--- config.mk ---
export PLATFORM = sky130hd
export DESIGN_NAME = qfrm_sqrt_cell
export DESIGN_NICKNAME = d
export VERILOG_FILES = /design/src/sv/qfrm_pkg.sv /design/src/sv/qfrm_sqrt_cell.sv
export SDC_FILE = /design/constraint.sdc
export NUM_CORES = 1
export LEC_CHECK = 0
export BUFFER_PORTS_ARGS = -buffer_cell sky130_fd_sc_hd__buf_4
export CAP_MARGIN = 20
export CORE_AREA = 2 2 106 108
export DETAILED_ROUTE_END_ITERATION = 7
export DIE_AREA = 0 0 108 110
export PLACE_DENSITY = 0.72
export SKIP_LAST_GASP = 1
export SLEW_MARGIN = 0
export SYNTH_ARGS = -nofsm -noshare
export SYNTH_HDL_FRONTEND = slang
export SYNTH_SLANG_ARGS = --single-unit
--- constraint.sdc ---
create_clock -name clock -period 5.55 [get_ports clock]
set_input_delay 0.2775 -clock clock [delete_from_list [all_inputs] [get_ports clock]]
set_output_delay 0.2775 -clock clock [all_outputs]
set_load 0.01 [all_outputs]
--- src/sv/qfrm_pkg.sv ---
package qfrm_pkg;

   localparam int DATA_WIDTH = 16;
   localparam int FRAC_BITS  = 14;

   // trace and radicand
   localparam int SUM_W  = DATA_WIDTH + 2;
   localparam int R_W    = DATA_WIDTH + 4;
   // square root cells: one root bit per cell
   localparam int ROOT_W = (DATA_WIDTH + FRAC_BITS + 1) / 2;
   localparam int RAD_W  = 2 * ROOT_W;
   localparam int REM_W  = ROOT_W + 3;
   // reciprocal cells: one quotient bit per cell
   localparam int QUO_W  = FRAC_BITS;
   localparam int DREM_W = ROOT_W + 1;
   // off-diagonal pair sums and products
   localparam int D_W    = DATA_WIDTH + 1;
   localparam int P_W    = D_W + QUO_W + 1;
   localparam int SH_W   = P_W - FRAC_BITS;

   localparam logic [DREM_W-1:0] DIV_SEED = DREM_W'(64'd1 << (FRAC_BITS - 2));
   localparam logic [R_W-1:0]    ONE_R    = R_W'(64'd1 << FRAC_BITS);
   localparam logic [P_W-1:0]    HALF_P   = P_W'(64'd1 << (FRAC_BITS - 1));

   localparam logic signed [SH_W-1:0] SAT_HI = SH_W'((64'sd1 <<< (DATA_WIDTH - 1)) - 64'sd1);
   localparam logic signed [SH_W-1:0] SAT_LO = -SAT_HI - SH_W'(1);

   localparam logic [1:0] SEL_TRACE = 2'd0;
   localparam logic [1:0] SEL_A00   = 2'd1;
   localparam logic [1:0] SEL_A11   = 2'd2;
   localparam logic [1:0] SEL_A22   = 2'd3;

   typedef struct packed {
      logic [1:0]                sel;
      logic [3:0][D_W-1:0]       d;
   } qfrm_pass_type;

   typedef struct packed {
      logic [RAD_W-1:0]  rad;
      logic [REM_W-1:0]  rem;
      logic [ROOT_W-1:0] root;
   } qfrm_sqrt_type;

   typedef struct packed {
      logic [ROOT_W-1:0] root;
      logic [DREM_W-1:0] rem;
      logic [QUO_W-1:0]  quo;
   } qfrm_div_type;

   function automatic logic [DATA_WIDTH-1:0] qfrm_sat(input logic signed [SH_W-1:0] v);
      logic signed [SH_W-1:0] t;
      t = v;
      if (t > SAT_HI) t = SAT_HI;
      if (t < SAT_LO) t = SAT_LO;
      return t[DATA_WIDTH-1:0];
   endfunction

endpackage

--- src/sv/qfrm_sqrt_cell.sv ---
module qfrm_sqrt_cell (
   input  logic                    clock,
   input  logic                    reset,
   input  logic                    in_valid,
   input  qfrm_pkg::qfrm_pass_type in_pass,
   input  qfrm_pkg::qfrm_sqrt_type in_st,
   output logic                    out_valid,
   output qfrm_pkg::qfrm_pass_type out_pass,
   output qfrm_pkg::qfrm_sqrt_type out_st
);
   import qfrm_pkg::*;

   logic          valid_ff;
   qfrm_pass_type pass_ff;
   qfrm_sqrt_type st_ff, st_in;
   logic [REM_W-1:0] rem_sh, trial;

   always_comb begin
      rem_sh = {in_st.rem[ROOT_W:0], in_st.rad[RAD_W-1 -: 2]};
      trial  = REM_W'({in_st.root, 2'b01});
      st_in.rad = {in_st.rad[RAD_W-3:0], 2'b00};
      if (rem_sh >= trial) begin
         st_in.rem  = rem_sh - trial;
         st_in.root = {in_st.root[ROOT_W-2:0], 1'b1};
      end else begin
         st_in.rem  = rem_sh;
         st_in.root = {in_st.root[ROOT_W-2:0], 1'b0};
      end
   end

   always_ff @(posedge clock) begin
      if (reset) valid_ff <= 1'b0;
      else       valid_ff <= in_valid;
      pass_ff <= in_pass;
      st_ff   <= st_in;
   end

   assign out_valid = valid_ff;
   assign out_pass  = pass_ff;
   assign out_st    = st_ff;
endmodule

=== Yosys cells after proc, flatten, opt, wreduce, memory -nomap -nowiden ===
Cells that the tools add are included.

* Flip-flop bits (word level): 132
* Bits in latches: 0
* RAM bits: 0
* ROM bits: 0
* Bits of input ports: 136
* Output and inout port bits: 134
* Word-level logic and storage cells: 12
* Memories: 0

* Add/subtract/negate cells: 1
* Multiply operators: 0
* Divide/modulo/power cells: 0
* Order comparisons: 1
* Equal/unequal tests: 0
* Shifts and indexed selects: 0
* Muxes and demuxes: 1
* Bitwise logic cells: 0
* Reductions and logical operators: 0

{| class="wikitable"
|+ Operators by type and width
! operator !! number
|-
| $mux 33 || 1
|-
| $ge 18x17->1 || 1
|-
| $sub 18x17->18 || 1
|}

=== Longest topological paths before layout ===
Gate-level depths: netlist (run 1).

* Depth after elaboration: 2
* Gate-level depth with buffers: 11
* Mapped depth without buffers: 9

=== Least setup slack after synthesis (run 1) ===
No wires, ideal clock.

* Path kind: input -> register
* Start: input in_st[13] in the netlist's numbering
* End: register st_ff, in the netlist out_st[22]
* Library setup time: 0.121 ns
* Arrival time: 2.074 ns
* Data required time: 5.429 ns
* Slack: 3.355 ns
* Stages on the path: 9
* Buffers on the path: 1
* Path through: inv_1 ha_1 a21o_1 a211o_1 a211oi_2 o31a_4 inv_4 buf_12 mux2_4

{| class="wikitable"
|+ RTL lines
! what !! RTL line !! source
|-
| start, declared || qfrm_sqrt_cell.sv:6 || <nowiki>input qfrm_pkg::qfrm_sqrt_type in_st,</nowiki>
|-
| end signal, assigned || qfrm_sqrt_cell.sv:35 || <nowiki>st_ff <= st_in;</nowiki>
|-
| end, declared || qfrm_sqrt_cell.sv:15 || <nowiki>qfrm_sqrt_type st_ff, st_in;</nowiki>
|}

==> results.md, run 1 <==
- Uppermost signal routing layer after detailed routing: met5
- Count of mapped cells out of synthesis: a little over 300
- Result of the run: completed
- Slowest stage cell on the critical path: sky130_fd_sc_hd__dlygate4sd3_1
- Summed instance area of the synthesized netlist: 3930 um2
- Total global routing track utilization: between 20 and 30%
- Total wire length: around 17,000 um
- Crit path DAT: approximately 3.0 ns
- Async set-or-reset flop fraction in the synthesized netlist: 0%
- Setup violators final: 0
- Slowest stage delay, CP: between 0.5 and 0.6 ns
- Initial core utilization: between 30% and 40%
- Clock H-tree levels: 4
- Detail-routed net length per standard cell: about 20 um
- Number of iterations in the first detailed-routing pass: 5
- I/O pins: 270
- Met2 WL post-DR: 8940 um
- Ys flop type: sky130_fd_sc_hd__dfxtp_1
- Initial DRC Count: 224
- Average via count per standard cell: approximately 4.6
- Number of routed nets with antenna violations: 0
- Syn Area/Cell: about 13 um2
- CTS tree: built
- Yosys reg bits: 132
- Fmax: 384 MHz
- Pwr/cell area: 335 nW/um2
- Number of enable-type register cells in the synthesized netlist: 0
- Vias in the first global route: between 4,000 and 5,000
- Slew Limit Headroom: 62.9%
- Total half-perimeter wirelength after legalization and detailed placement: 10,600 um
- Worst voltage drop across the vdd grid: about 0.20 mV
- Weighted congestion at the end of routability-driven global placement: ~0.87
- Clock Sink Count: between 100 and 150
- Die extent in y: about 110 um
- Post-cts sizing count: 0
- Setup_tns: 0 ns
- Total Power Consumption: approximately 2700 uW
- Ranking of synthesized cells by area: sky130_fd_sc_hd__dfxtp_1, sky130_fd_sc_hd__ha_1, sky130_fd_sc_hd__mux2_4
- Yosys warning count: 0
- Root buffer cell: sky130_fd_sc_hd__clkbuf_8
- Routed via count: about 4,000
- Core area: between 10,000 and 15,000 um2
- Category of the worst setup path launch point: primary input
- Hold WC Path Type: primary input to register
- Hold Fails Final Rpt: 0
- Clock transition at the register clock pins on the worst setup and hold paths after CTS: 0.06 ns
- Leakage component of the power: between 0.003 and 0.004 uW
- IO Port Bufs: about 270
- Share of Yosys cell area claimed by the top area cell type: approximately 67%
- Post-CTS setup repair buffer count: 0
- Number of different library cells in the post-synthesis netlist: 45
- Category of the critical setup timing path: primary input to register
- Slew at the pin closest to its max-slew limit: 0.551 ns
- First-pass GRT wire length: roughly 24,000 um
- Time the worst path needs with I/O delays and setup: roughly 2.6 ns
- Maximum fanout along the worst path: 15
- MaxCap Viol Count: 0
- Final net count: approximately 870
- Maximum buffer depth of the clock tree: 2
- Post-synthesis cell type with the largest combined area: sky130_fd_sc_hd__dfxtp_1
- Most frequent cells after synthesis: sky130_fd_sc_hd__dfxtp_1, sky130_fd_sc_hd__inv_1, sky130_fd_sc_hd__ha_1, sky130_fd_sc_hd__a21oi_1
- Met3 routed wirelength: 1400 um
- Cells along the critical path: dlygate4sd3_1 -> buf_4 -> inv_1 -> ha_1 -> o211ai_2 -> a21oi_2 -> o21a_1 -> nor2_1 -> o31a_4 -> inv_4 -> mux2_2
- Final clock period utilization by the worst path: between 40 and 50%
- Most frequent cell after synthesis: sky130_fd_sc_hd__dfxtp_1
- Residual DRC count: 0
- Sequential-to-total area share from yosys stat: around two thirds
- Unrepaired setup endpoints after global routing: false
- Number of buffers added to fix hold violations after cts: 129
- Endpoint required time on the critical path: between 5 and 6 ns
- Die ar.: between 10,000 and 15,000 um2
- Placement Rows: 38
- Total congestion overflow: 0
- Fraction of layout instances using a drive strength above 1: between 40% and 50%
- Max-slew violation total from the final report: 0
- Endpoint class of the critical path: register
- CTS Buf Count: 17
- Largest net degree at the start of global routing: 17
- Wire length the detailed router placed on met1: ~6500 um
- Antenna violations before repair: 7
- Width of the chip: ~110 um
- Area Growth Syn to Fin: 102%
## per-stage QoR
stage                     utilization [%]  area (um2)  cells  hold slack [ns]  worst slack, ns
after CTS                            74.1        7930    868           0.0183             3.01
after global routing                 74.1        7930    870           0.0764             2.86
after floorplan                         -        3930    309            0.305             3.36
after global placement               56.5        6040    707            0.382             3.05
final                                74.2        7930    871           0.0671             2.95
after detailed placement             56.5        6040    707            0.383             3.02
## critical path: cells and delay by family
| kind | cells | cell delay [ns] |
|---|---|---|
| simple gates | 1 | 0.11 |
| buf+inv | 4 | 0.93 |
| mux | 1 | 0.37 |
| compound gates | 4 | 0.91 |
| fa+ha+maj | 1 | 0.40 |
## cells in the final DEF, fill, tap and decap left out, types with 4 or more instances in the layout
master and count:
sky130_fd_sc_hd__a21oi_1 14, sky130_fd_sc_hd__clkbuf_8 4, sky130_fd_sc_hd__ha_1 17, sky130_fd_sc_hd__mux2_4 9, sky130_fd_sc_hd__nor3_1 4, sky130_fd_sc_hd__clkbuf_16 16
sky130_fd_sc_hd__xor2_1 5, sky130_fd_sc_hd__nand2_1 11, sky130_fd_sc_hd__dfxtp_1 132, sky130_fd_sc_hd__buf_4 265, sky130_fd_sc_hd__mux2_2 5, sky130_fd_sc_hd__a211oi_1 5
sky130_fd_sc_hd__a21o_1 4, sky130_fd_sc_hd__xnor2_1 7, sky130_fd_sc_hd__o21ai_0 11, sky130_fd_sc_hd__nand3_1 4, sky130_fd_sc_hd__dlygate4sd3_1 129, sky130_fd_sc_hd__o21a_1 5
sky130_fd_sc_hd__nor2_1 10, sky130_fd_sc_hd__inv_1 20, sky130_fd_sc_hd__clkinv_2 4
## flip-flops by register name, summed over array words and instances (netlist names)
signal     count
out_valid      1
out_st        61
out_pass      70
## report_power, final
part | switching (uW) | total (uW) | internal [uW]
clock | 417 | 1140 | 718
combinational | 200 | 475 | 275
sequential | 26.8 | 1050 | 1020
total | 643 | 2660 | 2010
## logic make-up (layout without fill, tap and decap cells)
family | count (synthesis) | count (layout) | synth area share [%]
compound gates | 58 | 58 | 10.2
xor+xnor | 12 | 12 | 2.68
fa+ha+maj | 17 | 17 | 5.42
buf+inv | 28 | 447 | 3.44
flops | 132 | 132 | 67.3
mux | 15 | 15 | 5.13
other cells | 1 | 5 | 0.0955
simple gates | 45 | 45 | 5.77
## cell type report
cell class,instances,area (um2)
timing repair buffer,394,3280
clock inverter,9,126
inverter,21,81.3
antenna,3,7.51
multi-input combinational,149,1150
clock buffer,23,467
tap,140,175
sequential,132,2640
fill,647,2760
## path summary, 6_finish.rpt
| check | startpoint | end | slack (ns) | depth (start not counted) |
|---|---|---|---|---|
| hold / removal | in_st[30] | out_st[32] | 0.07 | 3 |
| setup / recovery | in_st[3] | out_st[21] | 2.95 | 11 |
## per-layer routing
layer | vias up | track usage [%]
met3 | 45 | 9.88
met2 | 192 | 52.2
met4 | 8 | 11.1
li1 | 1878 | -
met1 | 1901 | 30.1
met5 | - | 0
Power figures use the tool's default switching activity.
==> run 2: changes to the inputs <==
- clock period: 5.55 -> 2.7 ns (I/O delays scaled with it)
==> results.md, run 2 (same netlist as run 1, synthesis figures left out) <==
- Number of routed nets with antenna violations: 0 (unchanged)
- Clock transition at the register clock pins on the worst setup and hold paths after CTS: 0.06 ns (about the same)
- Fraction of layout instances using a drive strength above 1: 43.2% (+0.078 points)
- Unrepaired setup endpoints after global routing: false
- Cells after DPL: 707 (unchanged)
- Result of the run: completed
- I/O pins: 270 (unchanged)
- Residual DRC count: 0 (unchanged)
- Endpoint class of the critical path: register
- Area Growth Syn to Fin: 101%
- Slowest stage cell on the critical path: sky130_fd_sc_hd__dlygate4sd3_1
- Wire length the detailed router placed on met1: 6540 um (+0.93%)
- Clock Sink Count: 132 (unchanged)
- Fill cell count: 641 (-0.93%)
- Total net switching power: 1330 uW (+110%)
- Flip-flop count of the largest register after layout: 70 (unchanged)
- Root buffer cell: sky130_fd_sc_hd__clkbuf_8
- First-pass GRT wire length: 24,000 um (-1.3%)
- Met2 WL post-DR: 8510 um (-4.8%)
- Width of the chip: 108 um (unchanged)
- Buffer and inverter count on the worst path: 3 (-1)
- Leakage component of the power: 0.00380 uW (-0.73%)
- Total global routing track utilization: 28.3% (-0.23 points)
- Cell type group with the largest total delay on the critical path: buffers and inverters
- Uppermost signal routing layer after detailed routing: met5
- Hold WC Path Type: primary input to register
- Clock H-tree levels: 4 (unchanged)
- Antenna violations before repair: 4 (-3)
- Post-CTS setup repair buffer count: 0 (unchanged)
- Number of iterations in the first detailed-routing pass: 4 (-1)
- Final clock period utilization by the worst path: between 90 and 100%
- Initial core utilization: 36.7% (unchanged)
- Cells along the critical path: dlygate4sd3_1 -> buf_4 -> ha_1 -> o211ai_2 -> a21oi_2 -> o21a_1 -> nor2_1 -> o31a_4 -> inv_4 -> mux2_2
- Pwr/cell area: 662 nW/um2 (+98%)
- Final cell count without fillers: 871 (unchanged)
- Total half-perimeter wirelength after legalization and detailed placement: 10,600 um (-0.64%)
- Most common cell after layout, fill and taps aside: sky130_fd_sc_hd__buf_4
- IO Port Bufs: 265 (unchanged)
- Largest net degree at the start of global routing: 17 (unchanged)
- Footprint of the multi-input gates: 1150 um2 (unchanged)
- Top library cells by usage in the layout, fill and taps aside: sky130_fd_sc_hd__buf_4, sky130_fd_sc_hd__dlygate4sd3_1, sky130_fd_sc_hd__dfxtp_1
- Core area: 10,700 um2 (unchanged)
- Category of the critical setup timing path: primary input to register
- Weighted congestion at the end of routability-driven global placement: 0.872 (-0.29%)
- MaxCap Viol Count: 0 (unchanged)
- Worst voltage drop across the vdd grid: 0.337 mV (+69%)
- Met3 routed wirelength: 1190 um (-15%)
- Combinational power share: 18.7% (+0.8 points)
- Time the worst path needs with I/O delays and setup: between 2 and 2.5 ns
- Average via count per standard cell: 4.59 (-0.72%)
- Maximum fanout along the worst path: 15 (unchanged)
- Detail-routed net length per standard cell: 19.5 um (-2.5%)
- Crit path DAT: 2.83 ns (-0.18 ns)
- Setup violators final: 0 (unchanged)
- Fmax: a little over 400 MHz
- Category of the worst setup path launch point: primary input
- Seq pwr share: 41.1% (+1.7 points)
- Slew at the pin closest to its max-slew limit: 0.553 ns (+0.00217 ns)
- CTS tree: built
- Setup_tns: 0 ns (unchanged)
- Placement Rows: 38 (unchanged)
- CTS Buf Count: 17 (unchanged)
- Internal power summed over all cells: 3900 uW (+94%)
- Maximum buffer depth of the clock tree: 2 (unchanged)
- Total congestion overflow: 0 (unchanged)
- WHS Endpoint: out_st[32]
- Switching fraction of total power: 25.5% (+1.3 points)
- Initial DRC Count: 219 (-2.2%)
- Routed via count: 3,995 (-0.72%)
- Power share of the clock group: 40.2% (-2.5 points)
- Vias in the first global route: 4,200 (+2.6%)
- Hold path start: in_st[14]
- Slew Limit Headroom: 62.2% (-0.71 points)
- Max-slew violation total from the final report: 0 (unchanged)
- Final net count: 871 (+0.35%)
- Area taken by flip-flops and latches: 2640 um2 (unchanged)
- Total wire length: 17,000 um (-2.5%)
- Die extent in y: 110 um (unchanged)
- Hold Crit Depth: 6 (+3)
- Slowest stage delay, CP: 0.54 ns (-0.02 ns)
- Hold Fails Final Rpt: 0 (unchanged)
- Endpoint required time on the critical path: 3.10 ns (-2.85 ns)
- Die ar.: 11,900 um2 (unchanged)
run 2: cell types whose count changed in the layout (fill, tap and decap cells not counted), sizes merged:
cell | before | now
diode | 3 | 2
clkinvlp | 1 | 5
clkinv | 5 | 4
dlygate4sd3 | 129 | 132
inv | 21 | 23
bufinv | 3 | 1
clkbuf | 23 | 18
run 2: per-stage QoR:
step / power (uW) / hold slack [ns] / utilization [%] / instance area [um2] / setup WS, ns
floorplan: 2520 / 0.163 / - / 3930 / 0.648
global placement: 2960 / 0.240 / 56.5 / 6040 / 0.360
detailed placement: 2970 / 0.241 / 56.5 / 6040 / 0.323
CTS: 5200 / 0.224 / 73.8 / 7900 / 0.281
global route: 5420 / 0.249 / 73.9 / 7900 / 0.144
finish: 5230 / 0.253 / 73.9 / 7910 / 0.267
run 2: timing repair:
| item | CTS | global route |
|---|---|---|
| setup endpoints to repair | 0 | 0 |
| hold buffers | 132 | 0 |
| gates resized for setup | 0 | 0 |
| endpoints found under the hold margin | 131 | 0 |
run 2: metal layers:
metal	GRT usage, %	vias up
met5	0	-
met4	15.1	4
met3	9.47	50
met2	49.1	203
met1	30.6	1867
li1	-	1871
run 2: power by group through the flow:
stage,registers [uW],logic [uW],clock network [uW]
after floorplan,2250,271,0
after global placement,2180,775,0
after detailed placement,2180,785,0
after CTS,2140,953,2110
after global routing,2160,1030,2220
final,2150,976,2100
run 2: how the worst max path moves through the flow:
| stage | start | end | slack, ns | cells past startpoint |
|---|---|---|---|---|
| floorplan | in_st[13] | out_st[22] | 0.65 | 9 |
| global placement | in_st[3] | out_st[21] | 0.36 | 10 |
| detailed placement | in_st[3] | out_st[17] | 0.32 | 10 |
| CTS | in_st[18] | out_st[20] | 0.28 | 10 |
| global route | in_st[22] | out_st[21] | 0.14 | 10 |
| finish | in_st[18] | out_st[20] | 0.27 | 10 |
run 2: final cells by class:
class / count / share of cell area (%)
diodes: 2 / 0.0633
clock buffers: 18 / 5.41
clock inverters: 12 / 1.38
inverters: 21 / 1.03
multi-input cells: 149 / 14.6
flip-flops and latches: 132 / 33.4
well taps: 140 / 2.22
repair buffers: 397 / 41.9
run 2: worst min-delay path, stage by stage:
cell and delay (ns):
sky130_fd_sc_hd__buf_4 0.11, sky130_fd_sc_hd__inv_1 0.06, sky130_fd_sc_hd__ha_1 0.16, sky130_fd_sc_hd__a211o_1 0.11, sky130_fd_sc_hd__o21ai_0 0.08, sky130_fd_sc_hd__o21ai_0 0.07
