<file path="src/sv/qfrm_pkg.sv">
package qfrm_pkg;

   localparam int DATA_WIDTH = 16;
   localparam int FRAC_BITS  = 14;

   // trace and radicand
   localparam int SUM_W  = DATA_WIDTH + 2;
   localparam int R_W    = DATA_WIDTH + 4;
   // square root cells: one root bit per cell
   localparam int ROOT_W = (DATA_WIDTH + FRAC_BITS + 1) / 2;
   localparam int RAD_W  = 2 * ROOT_W;
   localparam int REM_W  = ROOT_W + 3;
   // reciprocal cells: one quotient bit per cell
   localparam int QUO_W  = FRAC_BITS;
   localparam int DREM_W = ROOT_W + 1;
   // off-diagonal pair sums and products
   localparam int D_W    = DATA_WIDTH + 1;
   localparam int P_W    = D_W + QUO_W + 1;
   localparam int SH_W   = P_W - FRAC_BITS;

   localparam logic [DREM_W-1:0] DIV_SEED = DREM_W'(64'd1 << (FRAC_BITS - 2));
   localparam logic [R_W-1:0]    ONE_R    = R_W'(64'd1 << FRAC_BITS);
   localparam logic [P_W-1:0]    HALF_P   = P_W'(64'd1 << (FRAC_BITS - 1));

   localparam logic signed [SH_W-1:0] SAT_HI = SH_W'((64'sd1 <<< (DATA_WIDTH - 1)) - 64'sd1);
   localparam logic signed [SH_W-1:0] SAT_LO = -SAT_HI - SH_W'(1);

   localparam logic [1:0] SEL_TRACE = 2'd0;
   localparam logic [1:0] SEL_A00   = 2'd1;
   localparam logic [1:0] SEL_A11   = 2'd2;
   localparam logic [1:0] SEL_A22   = 2'd3;

   typedef struct packed {
      logic [1:0]                sel;
      logic [3:0][D_W-1:0]       d;
   } qfrm_pass_type;

   typedef struct packed {
      logic [RAD_W-1:0]  rad;
      logic [REM_W-1:0]  rem;
      logic [ROOT_W-1:0] root;
   } qfrm_sqrt_type;

   typedef struct packed {
      logic [ROOT_W-1:0] root;
      logic [DREM_W-1:0] rem;
      logic [QUO_W-1:0]  quo;
   } qfrm_div_type;

   function automatic logic [DATA_WIDTH-1:0] qfrm_sat(input logic signed [SH_W-1:0] v);
      logic signed [SH_W-1:0] t;
      t = v;
      if (t > SAT_HI) t = SAT_HI;
      if (t < SAT_LO) t = SAT_LO;
      return t[DATA_WIDTH-1:0];
   endfunction

endpackage

</file>
<file path="src/sv/qfrm_div_cell.sv">
module qfrm_div_cell (
   input  logic                    clock,
   input  logic                    reset,
   input  logic                    in_valid,
   input  qfrm_pkg::qfrm_pass_type in_pass,
   input  qfrm_pkg::qfrm_div_type  in_st,
   output logic                    out_valid,
   output qfrm_pkg::qfrm_pass_type out_pass,
   output qfrm_pkg::qfrm_div_type  out_st
);
   import qfrm_pkg::*;

   logic          valid_ff;
   qfrm_pass_type pass_ff;
   qfrm_div_type  st_ff, st_in;
   logic [DREM_W:0] rem_sh, divisor;

   always_comb begin
      rem_sh     = {in_st.rem, 1'b0};
      divisor    = (DREM_W + 1)'(in_st.root);
      st_in.root = in_st.root;
      if (rem_sh >= divisor) begin
         st_in.rem = DREM_W'(rem_sh - divisor);
         st_in.quo = {in_st.quo[QUO_W-2:0], 1'b1};
      end else begin
         st_in.rem = DREM_W'(rem_sh);
         st_in.quo = {in_st.quo[QUO_W-2:0], 1'b0};
      end
   end

   always_ff @(posedge clock) begin
      if (reset) valid_ff <= 1'b0;
      else       valid_ff <= in_valid;
      pass_ff <= in_pass;
      st_ff   <= st_in;
   end

   assign out_valid = valid_ff;
   assign out_pass  = pass_ff;
   assign out_st    = st_ff;
endmodule

</file>
<file path="config.mk">
export PLATFORM = sky130hd
export DESIGN_NAME = qfrm_div_cell
export DESIGN_NICKNAME = d
export VERILOG_FILES = /design/src/sv/qfrm_pkg.sv /design/src/sv/qfrm_div_cell.sv
export SDC_FILE = /design/constraint.sdc
export NUM_CORES = 1
export LEC_CHECK = 0
export ABC_AREA = 1
export BUFFER_PORTS_ARGS = -buffer_cell sky130_fd_sc_hd__buf_2
export CORE_ASPECT_RATIO = 1.75
export CORE_UTILIZATION = 39
export CTS_BUF_LIST = sky130_fd_sc_hd__clkbuf_4 sky130_fd_sc_hd__clkbuf_8
export CTS_CLUSTER_DIAMETER = 50
export DETAILED_ROUTE_END_ITERATION = 7
export PLACE_DENSITY = 0.86
export SLEW_MARGIN = 25
export SYNTH_ARGS = -nofsm -noshare
export SYNTH_HDL_FRONTEND = slang
export SYNTH_SLANG_ARGS = --single-unit
</file>
<file path="constraint.sdc">
create_clock -name clock -period 1.45 [get_ports clock]
set_clock_uncertainty 0.2 [all_clocks]
set_input_delay 0.0725 -clock clock [delete_from_list [all_inputs] [get_ports clock]]
set_output_delay 0.0725 -clock clock [all_outputs]
set_load 0.005 [all_outputs]
</file>
### After elaboration in Yosys (flattened, before gate mapping)

Cells that the tools add are included.
Widths: inputs -> output; s select.

| storage, ports and cells | value |
|---|---|
| register bits | 116 |
| logic and storage cells | 13 |
| output and inout port bits | 116 |

| cells by class | value |
|---|---|
| muxes and demuxes | 1 |
| $lt $le $gt $ge | 1 |
| $add $sub $neg | 1 |

Operator list:

| cell | count |
|---|---|
| $mux 30 | 1 |
| $ge 17x15->1 | 1 |
| $sub 16x15->16 | 1 |

### Logic depth before layout (Yosys ltp)

Gate-level depths: netlist (run 1).

| logic depth | value |
|---|---|
| depth in word-level cells | 2 |
| gate-level depth with buffers | 13 |

### Worst setup path before layout (run 1)

OpenSTA, ideal clock, no wires.

| timing | value |
|---|---|
| kind | input to register |
| start | in in_st[34] in the netlist's numbering |
| end | reg st_ff, in the netlist out_st[26] |
| stages on the path | 13 |
| setup slack | -0.093 ns |
| arrival time | 1.231 ns |
| setup time | 0.112 ns |
| path through | inv_1 > ha_1 > nand2_1 > nand2_1 > inv_1 > nand2_1 > nand2_1 > nand3_2 > nand2_2 > nand2_4 > buf_6 > nand2_1 > nand2_1 |

RTL lines:

| what | line | RTL |
|---|---|---|
| start, declared | qfrm_div_cell.sv:6 | `input qfrm_pkg::qfrm_div_type in_st,` |
| end signal, assigned | qfrm_div_cell.sv:35 | `st_ff <= st_in;` |
| end, declared | qfrm_div_cell.sv:15 | `qfrm_div_type st_ff, st_in;` |

==> results of run 1 <==
routing by layer:
metal / share of wire / global-route usage
met1: 0.33 / 0.2967
met2: 0.52 / 0.5570
met3: 0.089 / 0.1120
met4: 0.054 / 0.2113
met5: 0 / 0
worst max-delay path by stage:
| stage | cells after the start | startpoint | endpoint | slack (ns) |
|---|---|---|---|---|
| 2_1_floorplan | 13 | in_st[32] | out_st[22] | -0.008 |
| 3_3_place_gp | 11 | in_st[14] | out_st[26] | -0.29 |
| 3_5_place_dp | 13 | in_st[32] | out_st[26] | -0.31 |
| 4_1_cts | 7 | in_st[14] | out_st[16] | 0.06 |
| 5_1_grt | 13 | in_st[36] | out_st[20] | -0.01 |
| 6_report | 13 | in_st[36] | out_st[20] | -0.01 |
Yosys cell counts:
master    instances
nand3b_1          2
nand3_2           3
ha_1             15
xnor2_1           1
nor2_2            3
inv_2             3
and2_1            1
nor3_4            1
nor2b_2           1
xor2_1            6
a21oi_4           1
nand2_2           7
o21ai_0           1
nand2_1         119
fa_1              1
nand2_4           1
dfxtp_1         116
nand4_1           3
nor2_1            8
buf_6             2
or2_4             1
inv_1            61
nor3_1            3
nand3_1          13
a21oi_1           9
kinds of logic (layout without fill, tap and decap cells):
family                     count (synthesis)  after routing  synth area share
AOI/OAI and AO/OA                         11             11           0.01814
other                                      0              1                 0
and+or+nand+nor                          166            166            0.2010
DFF                                      116            116            0.6354
xor gates and xnor gates                   7              7           0.01678
buffers and inverters                     66            491           0.07189
adders and majority gates                 16             16           0.05683
cell type report:
class                      instances  area share
timing repair buffer             395      0.3775
multi-input combinational        200      0.1768
tap                              120     0.02103
clock buffer                      17     0.03277
clock inverter                    15     0.03049
inverter                          64     0.03575
antenna                            1   0.0003505
sequential                       116      0.3253
power by group through the flow:
stage	registers, mW	logic, mW	clock network, mW
floorplan	3.59	0.484	0
global placement	3.56	1.19	0
detailed placement	3.55	1.23	0
CTS	3.48	1.50	3.42
global route	3.51	1.68	3.62
finish	3.49	1.55	3.42
registers in the layout, summed over array words and instances, names as in the netlist:
signal	cells
out_pass	70
out_st	45
out_valid	1
timing repair:
item | CTS | global route
resized for setup | 0 | 1
buffers inserted | 0 | 0
endpoints found under the setup margin | 0 | 2
hold buffers | 118 | 1
endpoints found under the hold margin | 115 | 3
worst min-delay path, stage by stage:
cell and delay (ns):
buf_2 0.11, nand2_1 0.05, nand2_1 0.05
per-stage QoR:
stage | instances | setup TNS, ns | power, mW | hold slack [ns]
after floorplan | 382 | -0.01270 | 4.070 | -0.09978
after global placement | 776 | -4.240 | 4.750 | -0.02545
after detailed placement | 776 | -4.805 | 4.779 | -0.02358
after CTS | 926 | 0 | 8.403 | -0.4617
after global routing | 927 | -0.01512 | 8.813 | -0.3044
final | 928 | -0.01009 | 8.460 | -0.3029
==> flow_summary.toml, run 1 <==
[route]
via_per_inst = 4.515
dr.first_iter.drc_count = 137
vias = 4190
drt_first_pass_iters = 6
drc = 0
routed_wl_mm = 15.31
postRouteAntennaNets = 0
wl_per_cell_um = 16.50

[cts]
cts_made_buffers = 17
clock_path_buffers = 2
cts-root-buf = "clkbuf_8"
htreeDepth = 4
cts_tree = "yes"
path_clk_slew_ns = 0.07
cts_sinks = 116

[pwr]
peakVddDrop_mv = 0.8785
power_frac_comb = 0.183
internal_power_mw = 6.190
power_density_nw_per_um2 = 1185
swShare = 0.2683
switchingPower_mw = 2.270
p_seq_frac = 0.413
power.share.clock = 0.404
p_leak_nw = 3.776

[setup_path]
crit_arrival_ns = 1.62
worstPathMaxFanout = 9
crit_path_end_kind = "flip-flop"
critPathMostFrequentCell = "nand2_1"
critPathMaxStageDelay_ns = 0.22
cp-start-kind = "input pin"
cp_num_buf_inv = 4
path_class = "input pin to flip-flop"
worstPathCellList = "buf_2 > inv_1 > ha_4 > nand2_1 > nand2_1 > nand2_1 > nand2_1 > inv_1 > nand3_2 > a21oi_4 > buf_4 > nand2_1 > nand2_1"
required_ns = 1.61
critPathTopFamily = "simple AND/OR/NAND/NOR gates"
cp_slowest_cell = "ha_4"

[placed_design]
gp_congestion = 0.9359
dpl_cell_area_um2 = 5485
place_hpwl_mm = 9.423
dp_slack_ns = -0.3129
io_buffers = 232

[floorplanning]
coreArea_um2 = 9094
fp.dieH_um = 130.1
dieWidth_um = 75.18
ioPinCount = 234
die_area_um2 = 9777
initial_utilization = 0.4019
rows = 46

[final_layout]
n_fill_cell = 605
final_area_um2 = 7139
syn_to_final_growth_pct = 95.34
fin_nets = 928
mostFrequentLayoutCell = "buf_2"
layout_common_cells = "buf_2, nand2_1, dlygate4sd3_1, dfxtp_1, inv_1"
fin_util = 0.7851
area.sequential_um2 = 2322
drive_above_1_share = 0.4287
multi_input_area_um2 = 1262

[global_route]
grt.overflow.total = 0
grt_max_degree = 17
grt_pass1_wl_mm = 21.85
grt_antenna_before_repair = 0
track_usage = 0.3157
grt_pass1_vias = 4364

[yosys]
synth_top_cell_area_share = 0.6354
synth_seq_cells = 116
yosys.area.top_type = "dfxtp_1"
seq_area_frac_synth = 0.6354
synth.distinct_cells = 25
syn_nets = 516
synth_area_leaders = "dfxtp_1, nand2_1, inv_1, ha_1, nand3_1"
syn_area_um2 = 3655
yosysWarnings = 0
syn_inst = 382
postSynthAreaPerCell_um2 = 9.567

[sta]
hold_viol = 2
slew_viol_final = 0
worst_pin_slew_ns = 0.2233
fmax_mhz = 684.9
fin_crit_sh = 1.007
setup-violations-final = 1
fin_ws_ns = -0.01009
max_slew_margin = 0.8507
whs_ns = -0.3029
min_period_ns = 1.460

[hold_path]
min_delay_worst_endpoint = "out_st[19]"
whs_path_depth = 3
hold_start = "in_st[18]"
hp-class = "input pin to flip-flop"

[status]
violations = "negative hold slack, negative setup slack"
status = "finished, violations left"

[flow_run]
drv_cap = 0
Note: power is estimated with default switching activity, not from simulation.
==> run 2, diff against run 1 <==
--- a/config.mk
+++ b/config.mk
@@ -7,3 +7,2 @@
 export LEC_CHECK = 0
-export ABC_AREA = 1
 export BUFFER_PORTS_ARGS = -buffer_cell sky130_fd_sc_hd__buf_2
@@ -14,3 +13,3 @@
 export DETAILED_ROUTE_END_ITERATION = 7
-export PLACE_DENSITY = 0.86
+export PLACE_DENSITY = 0.87
 export SLEW_MARGIN = 25
--- a/constraint.sdc
+++ b/constraint.sdc
@@ -4,2 +4,2 @@
 set_output_delay 0.0725 -clock clock [all_outputs]
-set_load 0.005 [all_outputs]
+set_load 0.02 [all_outputs]
==> flow_summary.toml, run 2 <==
[yosys]
yosys.area.top_type = "dfxtp_1"
synth_flop_cell = "dfxtp_1"
synth.most_common_cell = "dfxtp_1"
synth_seq_cells = 116
synth_edf_count = 0
syn_nets = 419
yosysWarnings = 0
synth_top_cell_area_share = 0.6629
synth_area_leaders = "dfxtp_1, ha_1, mux2_1, a21oi_1, inv_1"
synth_common_cells = "dfxtp_1, inv_1, a21oi_1, ha_1, nor2_1"
postSynthAreaPerCell_um2 = 12.29
syn_area_um2 = 3503
syn_inst = 285
synth.distinct_cells = 51
async_flop_share = 0
seq_area_frac_synth = 0.6629

[final_layout]
final_cells = 842
fin_util = 0.8325
fin_nets = 844
syn_to_final_growth_pct = 106.0
final_area_um2 = 7218
largest_reg_flops = 70
drive_above_1_share = 0.5187
n_fill_cell = 461
layout_common_cells = "buf_2, dlygate4sd3_1, dfxtp_1, buf_4, clkbuf_8"
mostFrequentLayoutCell = "buf_2"

[sta]
max_slew_margin = 0.7693
slew_viol_final = 0
fmax_mhz = 520.6
worst_pin_slew_ns = 0.3437
min_period_ns = 1.921
setup-violations-final = 17
hold_viol = 0
tns_ns = -6.277
fin_ws_ns = -0.4709
rsz0062_at_grt = "yes"
fin_crit_sh = 1.325

[floorplanning]
rows = 45
ioPinCount = 234
coreArea_um2 = 8671
dieWidth_um = 73.65
die_area_um2 = 9381
initial_utilization = 0.4040
fp.dieH_um = 127.4

[global_route]
track_usage = 0.3430
grt_pass1_wl_mm = 23.05
grt_pass1_vias = 4427
grt_max_degree = 17
grt.overflow.total = 0
grt_antenna_before_repair = 2

[setup_path]
cp_slowest_cell = "or4b_1"
cp-start-kind = "input pin"
critPathMostFrequentCell = "o31a_1"
cp_num_buf_inv = 3
path_class = "input pin to flip-flop"
required_ns = 1.57
worstPathMaxFanout = 3
crit_arrival_ns = 2.04
crit_path_end_kind = "flip-flop"
worstPathCellList = "buf_8 > inv_8 > ha_4 > buf_6 > o21a_1 > o31a_1 > o31a_1 > or4b_1 > o311a_1 > mux2_4"
critPathTopFamily = "compound AO/OA/AOI/OAI gates"
critPathMaxStageDelay_ns = 0.49

[pwr]
peakVddDrop_mv = 0.8276
p_leak_nw = 3.534
power_density_nw_per_um2 = 1203

[route]
vias = 4107
wl_per_cell_um = 19.42
postRouteAntennaNets = 0
drc = 0
drt_first_pass_iters = 5
via_per_inst = 4.878
dr.first_iter.drc_count = 209
routed_wl_mm = 16.35

[cts]
cts_sinks = 116
cts_made_buffers = 17
path_clk_slew_ns = 0.08
cts-root-buf = "clkbuf_8"
cts_tree = "yes"
clock_path_buffers = 2
htreeDepth = 4

[placed_design]
dpl_cell_area_um2 = 5240
io_buffers = 232
place_hpwl_mm = 8.969
gp_congestion = 0.9251
placed_cells = 676

[flow_run]
drv_cap = 0

[hold_path]
hp-class = "input pin to flip-flop"

[status]
status = "finished, violations left"
violations = "negative setup slack"
-- run 2: cell types whose count changed after synthesis, sizes merged, moves of 5 or more --
cell and change:
nand2 -120, inv -44, mux2 +11, nand3 -11, o21ai +10, a21oi +5
mux2i +5, nor2b +5
-- run 2: final cells by class --
class,instances,area [um2],share of cell area
clock inverters,12,153.9,0.02132
flip-flops and latches,116,2322,0.3217
well taps,117,146.4,0.02028
repair buffers,415,2918,0.4042
multi-input cells,140,1325,0.1836
inverters,20,85.08,0.01179
clock buffers,20,262.8,0.03640
diodes,2,5.005,0.0006934
-- run 2: metrics by stage --
step | setup WS, ns | power (mW) | hold slack [ns]
floorplan | -0.6990 | 4.364 | -0.09978
detailed placement | -0.9445 | 5.042 | -0.02394
finish | -0.4709 | 8.680 | 0.07484
global placement | -0.8756 | 5.002 | -0.02545
CTS | -0.3891 | 8.509 | 0.03003
global route | -0.4668 | 8.973 | 0.05529
-- run 2: final timing paths --
kind / depth (start not counted) / to / from / slack (ns)
setup / recovery: 10 / out_st[27] / in_st[32] / -0.47
hold / removal: 2 / out_pass[33] / in_pass[33] / 0.07
-- run 2: cell families (layout without fill, tap and decap cells) --
kind of cell	count (synthesis)	count (layout)	synth area share
compound gates	54	54	0.1029
xor+xnor	6	6	0.01500
fa+ha+maj	16	16	0.05929
buf+inv	29	467	0.03571
flops	116	116	0.6629
mux	16	16	0.04964
other cells	0	2	0
simple gates	48	48	0.07465
-- run 2: per-layer routing --
metal | part of all wire | vias to the layer above | track usage
met2 | 0.53 | 259 | 0.6174
met3 | 0.085 | 79 | 0.1325
met5 | 0 | - | 0
li1 | - | 1841 | -
met4 | 0.061 | 0 | 0.2183
met1 | 0.32 | 1928 | 0.3065
-- run 2: repair_timing --
item | 4_1_cts | 5_1_grt
gates resized for setup | 36 | 20
endpoints found under the hold margin | 115 | 0
hold buffers | 118 | 0
setup endpoints to repair | 17 | 17
gates cloned | 1 | 0
setup buffers | 12 | 2
pin swaps | 25 | 12
-- run 2: power breakdown --
part           leakage, nW  internal [mW]  switching [mW]  total, mW
logic                 2.35           1.01            1.01       2.02
registers            0.979           3.43          0.0803       3.51
clock network        0.206           1.79            1.37       3.15
==> run 3, diff against run 2 <==
--- a/config.mk
+++ b/config.mk
@@ -14,2 +14,3 @@
 export PLACE_DENSITY = 0.87
+export SKIP_LAST_GASP = 1
 export SLEW_MARGIN = 25
--- a/constraint.sdc
+++ b/constraint.sdc
@@ -4,2 +4,2 @@
 set_output_delay 0.0725 -clock clock [all_outputs]
-set_load 0.02 [all_outputs]
+set_load 0.05 [all_outputs]
==> flow_summary.toml, run 3 (synthesis gave the netlist of run 2 again) <==
[status]
status = "finished, violations left"
violations = "negative setup slack"

[final_layout]
area.sequential_um2 = 2322
drive_above_1_share = 0.5187
multi_input_area_um2 = 1325
syn_to_final_growth_pct = 106.1
mostFrequentLayoutCell = "buf_2"
n_fill_cell = 462
largest_reg_flops = 70
fin_nets = 844
layout_common_cells = "buf_2, dlygate4sd3_1, dfxtp_1, buf_4, clkbuf_8"

[sta]
slew_viol_final = 0
fin_crit_sh = 1.327
fin_ws_ns = -0.4743
hold_viol = 0
fmax_mhz = 519.7
setup-violations-final = 17
worst_pin_slew_ns = 0.3477
min_period_ns = 1.924
rsz0062_at_grt = "yes"
max_slew_margin = 0.7667
whs_ns = 0.07799

[placed_design]
io_buffers = 232
place_hpwl_mm = 8.969
gp_congestion = 0.9251

[floorplanning]
fp.dieH_um = 127.4
die_area_um2 = 9381
coreArea_um2 = 8671
initial_utilization = 0.4040
ioPinCount = 234
rows = 45
dieWidth_um = 73.65

[global_route]
grt_pass1_vias = 4427
grt_antenna_before_repair = 2
track_usage = 0.3430
grt_max_degree = 17
grt.overflow.total = 0
grt_pass1_wl_mm = 23.05

[setup_path]
required_ns = 1.57
cp-start-kind = "input pin"
crit_arrival_ns = 2.04
crit_path_end_kind = "flip-flop"
worstPathMaxFanout = 3
path_class = "input pin to flip-flop"

[cts]
cts_tree = "yes"
clock_path_buffers = 2
path_clk_slew_ns = 0.08
cts-root-buf = "clkbuf_8"
cts_made_buffers = 17
htreeDepth = 4
cts_sinks = 116

[pwr]
power_mw = 9.218
peakVddDrop_mv = 0.8540
power_density_nw_per_um2 = 1277
p_leak_nw = 3.535

[route]
vias = 4119
postRouteAntennaNets = 0
drc = 0
via_per_inst = 4.892
routed_wl_mm = 16.35
drt_first_pass_iters = 4
wl_per_cell_um = 19.42
dr.first_iter.drc_count = 206

[flow_run]
drv_cap = 0

[hold_path]
hp-class = "input pin to flip-flop"
==> run 3: through the flow <==
stage	setup WS [ns]	setup TNS, ns	std cells	util	area [um2]
final	-0.4743	-6.294	842	0.8328	7221
after global routing	-0.4668	-6.167	842	0.8328	7221
after CTS	-0.3891	-4.302	839	0.8212	7121
after detailed placement	-0.9445	-14.58	676	0.6043	5240
after global placement	-0.8756	-13.19	676	0.6043	5240
after floorplan	-0.6990	-8.943	285	-	3600
==> run 3: worst paths after layout <==
check | cells past startpoint | endpoint | startpoint
hold / removal | 2 | out_pass[33] | in_pass[33]
setup / recovery | 10 | out_st[27] | in_st[32]
==> run 3: timing repair <==
action	4_1_cts	5_1_grt
pin swaps	24	12
resized for setup	36	22
gates cloned	1	0
buffers inserted	12	2
endpoints found under the setup margin	17	18
endpoints found under the hold margin	115	0
hold buffers	118	0
==> run 3: where the power goes <==
group | switching, mW | total (mW) | internal (mW)
clock | 1.36 | 3.15 | 1.79
sequential | 0.0807 | 3.51 | 3.43
combinational | 1.55 | 2.56 | 1.01
total | 2.99 | 9.22 | 6.22
==> run 3: worst max-delay path, cell delays in order <==
cell     delay [ns]
buf_8          0.11
inv_8          0.05
ha_4           0.20
buf_6          0.11
o21a_1         0.16
o31a_1         0.14
o31a_1         0.29
or4b_1         0.49
o311a_1        0.15
mux2_4         0.26
==> run 3: metal layers <==
metal  wire, um  share of wire  vias up  track usage
met5          0              0        -            0
met4        983          0.060        0       0.2183
met3       1394          0.085       82       0.1325
met2       8736           0.53      277       0.6174
met1       5239           0.32     1922       0.3065
li1           -              -     1838            -
==> run 3: layout make-up <==
class	count	share of cell area
sequential	116	0.3216
clock buffer	20	0.03639
timing repair buffer	415	0.4044
tap	117	0.02027
inverter	20	0.01178
multi-input combinational	140	0.1835
clock inverter	12	0.02131
antenna	2	0.0006931
